[config.mk]
export PLATFORM = sky130hd
export DESIGN_NAME = mpds_cell
export DESIGN_NICKNAME = d
export VERILOG_FILES = /design/src/hdl/mpds_pkg.sv /design/src/hdl/mpds_cell.sv
export SDC_FILE = /design/constraint.sdc
export NUM_CORES = 1
export LEC_CHECK = 0
export ABC_AREA = 1
export BUFFER_PORTS_ARGS = -buffer_cell sky130_fd_sc_hd__buf_2
export CORE_ASPECT_RATIO = 1.25
export CORE_UTILIZATION = 49
export CTS_BUF_LIST = sky130_fd_sc_hd__clkbuf_4
export DETAILED_ROUTE_END_ITERATION = 10
export PLACE_DENSITY = 0.78
export SETUP_SLACK_MARGIN = 0.1
export SYNTH_ARGS = -nofsm -noshare
export SYNTH_HDL_FRONTEND = slang
export SYNTH_SLANG_ARGS = --single-unit
[constraint.sdc]
create_clock -name clock -period 4.3 [get_ports clock]
set_clock_uncertainty 0.1 [all_clocks]
set_input_delay 0.86 -clock clock [delete_from_list [all_inputs] [get_ports clock]]
set_output_delay 0.86 -clock clock [all_outputs]
set_load 0.005 [all_outputs]
[src/hdl/mpds_pkg.sv]
// ----------------------------------------------------------------------------
// mpds_pkg: shared types and codes of the duplicate screener
// Verdict codes, register indexes, the scan probe and the control states.
// ----------------------------------------------------------------------------
package mpds_pkg;

   localparam int GROUP_W = 64;
   localparam int DEVICE_W = 64;
   localparam int SEQ_W = 32;
   localparam int CSR_INDEX_W = 8;

   typedef logic [2:0] verdict_type;

   localparam verdict_type VERDICT_REJECTED      = 3'd0;
   localparam verdict_type VERDICT_NEW_LOCAL     = 3'd1;
   localparam verdict_type VERDICT_NEW_FOREIGN   = 3'd2;
   localparam verdict_type VERDICT_STALE_LOCAL   = 3'd3;
   localparam verdict_type VERDICT_STALE_FOREIGN = 3'd4;

   localparam logic [CSR_INDEX_W-1:0] REG_LOCAL_GROUP  = 8'd0;
   localparam logic [CSR_INDEX_W-1:0] REG_LOCAL_DEVICE = 8'd1;

   // Packet identity and scan outcome as it moves down the row of cells
   typedef struct packed {
      logic [GROUP_W-1:0]  pkt_group;
      logic [DEVICE_W-1:0] origin_device;
      logic [SEQ_W-1:0]    pkt_seq;
      logic                done;      // source found or appended
      logic                is_new;    // verdict is new rather than stale
      logic                appended;  // a free cell took the source
   } probe_type;

   typedef enum logic [1:0] {
      ST_IDLE,
      ST_SCAN,
      ST_FINISH
   } state_type;

endpackage

[src/hdl/mpds_cell.sv]
// ----------------------------------------------------------------------------
// mpds_cell: one source entry of the screener
// Holds one group/device pair with its latest sequence number, checks the
// passing probe against it and hands the probe on in the next cycle.
// ----------------------------------------------------------------------------
module mpds_cell #(
   parameter int INDEX = 0,
   parameter int CNT_W = 5
) (
   input  logic                  clock,
   input  logic                  reset,
   input  logic [CNT_W-1:0]      fill_count,
   input  logic                  in_valid,
   input  mpds_pkg::probe_type   in_probe,
   output logic                  out_valid,
   output mpds_pkg::probe_type   out_probe
);

   logic [mpds_pkg::GROUP_W-1:0]  ent_group_ff;
   logic [mpds_pkg::DEVICE_W-1:0] ent_device_ff;
   logic [mpds_pkg::SEQ_W-1:0]    ent_seq_ff;

   logic                valid_ff;
   mpds_pkg::probe_type probe_ff;
   mpds_pkg::probe_type probe_in;

   logic searching;
   logic hit;
   logic newer;
   logic append;

   assign searching = in_valid && !in_probe.done;
   assign hit = searching && (CNT_W'(INDEX) < fill_count)
      && (ent_group_ff == in_probe.pkt_group)
      && (ent_device_ff == in_probe.origin_device);
   assign newer = in_probe.pkt_seq > ent_seq_ff;
   // first free cell takes an unknown source
   assign append = searching && (CNT_W'(INDEX) == fill_count);

   always_comb begin
      probe_in = in_probe;
      probe_in.done = in_probe.done | hit | append;
      probe_in.is_new = in_probe.is_new | (hit & newer) | append;
      probe_in.appended = in_probe.appended | append;
   end

   always_ff @(posedge clock) begin
      if (append) begin
         ent_group_ff <= in_probe.pkt_group;
         ent_device_ff <= in_probe.origin_device;
         ent_seq_ff <= in_probe.pkt_seq;
      end else if (hit && newer) begin
         ent_seq_ff <= in_probe.pkt_seq;
      end
   end

   always_ff @(posedge clock) begin
      if (reset) begin
         valid_ff <= 1'b0;
      end else begin
         valid_ff <= in_valid;
      end
   end

   always_ff @(posedge clock) begin
      if (in_valid) begin
         probe_ff <= probe_in;
      end
   end

   assign out_valid = valid_ff;
   assign out_probe = probe_ff;

endmodule

==> results.json <==
{
  "status": "finished clean",
  "firstDrtPassIters": 6,
  "crit_chain": "nor2_1 > nor2_1 > nor2_1 > nand2_1 > nor2_1 > nand2_1 > nor2_1 > nand3_1 > nor2_2 > nand2_1 > nand2_1 > buf_4",
  "fp.coreArea_um2": 25400,
  "critPathSlowestCell": "edfxtp_1",
  "synth_fp_nets": 1144,
  "dp_hpwl_um": 18500,
  "holdWs_ns": 0.295,
  "grt_antenna_before_repair": 4,
  "yosysSeqAreaShare": 0.764,
  "hp-class": "input pin to flop",
  "overflow": 0,
  "switching_share": 0.221,
  "ir_drop_mv": 0.277,
  "min_delay_worst_endpoint": "out_valid",
  "vias": 8152,
  "grt_pass1_vias": 8447,
  "die_h_um": 182,
  "required_ns": 4.48,
  "port_buffers": 334,
  "final.period_utilization": 0.595,
  "ant_nets": 0,
  "worst_pin_slew_ns": 0.832,
  "fillerInstances": 1976,
  "p_leak_nw": 7.09,
  "endpoint_kind": "flop",
  "synth_flop_cell": "edfxtp_1",
  "cap_violations": 0,
  "cts_sinks": 324,
  "arrival_ns": 2.74,
  "path_class": "flop to flop",
  "track_usage": 0.193,
  "fin_setup_tns_ns": 0,
  "grt_pass1_wl_um": 40000,
  "grtUsageMet2": 0.341,
  "drtIter0Drc": 277,
  "start_kind": "flop",
  "comb_power_share": 0.066,
  "power_mw": 6.69,
  "post_cts_buffers": 0,
  "r2r_cells": 12,
  "synth_top_cell_by_area": "edfxtp_1",
  "rrSetupSlack_ns": 1.74,
  "holdPathStages": 2,
  "cts_resized": 0,
  "gp_congestion": 0.800,
  "hold_buffers": 0,
  "drv_slew": 0,
  "rr_endpoint": "ent_seq_ff[27]",
  "power_frac_seq": 0.547,
  "intPower_mw": 5.21,
  "finalHoldViolCount": 0,
  "gr-max-usage-layer": "met2",
  "synth_edf_count": 323,
  "power_switching_mw": 1.48,
  "ys_top_cells_by_area": "edfxtp_1 76%, nand2_1 5.6%, nor2_1 4.4%, xor2_1 4.3%, inv_1 4.1%",
  "yosysMostFrequentCell": "edfxtp_1",
  "avgSynthCellArea_um2": 13.5,
  "insertion_delay_ns": 0.67,
  "use_met1": 0.211,
  "die_area_um2": 26600,
  "numCtsBuffers": 80,
  "clockBufferDepth": 3,
  "start_util": 0.502,
  "crit_start": "ent_group_ff[28]",
  "grt_max_degree": 66,
  "fin_area_um2": 16000,
  "cts_tree": "built",
  "rows": 65,
  "cp_max_fo": 32,
  "place_ws_ns": 1.14,
  "drive_above_1_share": 0.327,
  "fp.dieW_um": 146,
  "pin_count": 335,
  "power_frac_clock": 0.387,
  "fin_ws_ns": 1.74,
  "fmax_ghz": 0.391,
  "grt_use_met3": 0.0610,
  "wl_per_cell_um": 14.5,
  "ys_ff_latch": 324,
  "r2r_start": "ent_group_ff[28]",
  "yosys_warnings": 0,
  "netlist.area_leader.share": 0.762,
  "drc": 0,
  "vias_per_cell": 4.62,
  "final_net_count": 1569,
  "holdCritStartpoint": "reset",
  "setup_violations": 0,
  "critPathMaxStageDelay_ns": 0.40,
  "htreeDepth": 3,
  "synthDistinctLibCells": 18,
  "cpMostUsedCell": "nor2_1",
  "async_flop_share": 0,
  "cts.clk_slew.worst_paths_ns": 0.07,
  "relSlewSlack": 0.445,
  "postSynthCellCount": 941,
  "wirelength_um": 25600,
  "postPlaceCellArea_um2": 14900,
  "power.density_nw_per_um2": 419,
  "area_delta_synth_final_pct": 25.5,
  "period_minus_slack_ns": 2.56,
  "cts_root_buf": "clkbuf_4",
  "syn_area_um2": 12700,
  "rsz0062_at_grt": "no",
  "ys_top_cells_by_count": "323 x edfxtp_1, 189 x nand2_1, 148 x nor2_1, 138 x inv_1, 63 x xor2_1"
}
==> logic make-up after synthesis <==
logic type	count (synthesis)	share of synthesized area
buffers and inverters	138	0.0407
xor gates and xnor gates	69	0.0475
adders and majority gates	32	0.0315
AOI/OAI and AO/OA	23	0.00963
and+or+nand+nor	355	0.107
DFF	324	0.764
==> layout by cell type (no fill, tap or decap), types with 2 or more instances in the layout <==
cell	instances
clkbuf_4	112
xor2_1	63
buf_4	8
clkinv_1	25
nand2_1	189
nand4_1	2
clkinvlp_4	3
nor2_1	148
inv_1	137
bufinv_16	3
nor3_1	5
xnor2_1	6
a21oi_1	16
nand3_1	8
buf_2	333
edfxtp_1	323
clkinv_2	4
o21ai_0	4
o21a_1	2
ha_1	32
==> power groups by stage <==
stage               clock (mW)  combinational, mW  sequential (mW)
global placement             0              0.432             3.72
finish                    2.59              0.442             3.66
detailed placement           0              0.447             3.72
floorplan                    0              0.104             3.75
CTS                       2.69              0.449             3.66
global route              2.85              0.490             3.67
==> sequential cells by signal, summed over array words and instances, names as in the netlist <==
signal,flops
ent_device_ff,64
ent_group_ff,64
ent_seq_ff,32
out_probe,163
out_valid,1
==> metal layers <==
metal / up-vias / wire [µm] / part of all wire
met5: - / 34 / 0.0013
met4: 6 / 629 / 0.025
met3: 52 / 1850 / 0.072
met2: 288 / 13200 / 0.52
met1: 3779 / 9890 / 0.39
li1: 4027 / - / -
==> how the worst max path moves through the flow <==
stage	to	slack, ns
3_5_place_dp	ent_seq_ff[5]	1.14
5_1_grt	ent_seq_ff[26]	1.51
2_1_floorplan	out_probe[0]	0.46
6_report	ent_seq_ff[27]	1.74
3_3_place_gp	ent_seq_ff[10]	1.22
4_1_cts	ent_seq_ff[24]	1.69
==> cell type report <==
| type | count | area, µm² | share of cell area |
|---|---|---|---|
| inverters | 138 | 522 | 0.0327 |
| multi-input cells | 479 | 2490 | 0.156 |
| well taps | 335 | 419 | 0.0262 |
| flip-flops and latches | 324 | 9720 | 0.608 |
| diodes | 1 | 2.50 | 0.000157 |
| clock inverters | 34 | 219 | 0.0137 |
| clock buffers | 112 | 841 | 0.0526 |
| repair buffers | 343 | 1760 | 0.110 |
==> worst max-delay path, delay by kind of cell, from the launching register on <==
kind	cells	cell delay (ns)
and+or+nand+nor	11	1.26
DFF	1	0.40
buffers and inverters	1	0.40
==> through the flow <==
step	cells	util
floorplan	941	-
finish	1766	0.629
global placement	1619	0.588
detailed placement	1619	0.588
CTS	1765	0.629
global route	1766	0.629
No activity file was read; power rests on OpenSTA's default activity.
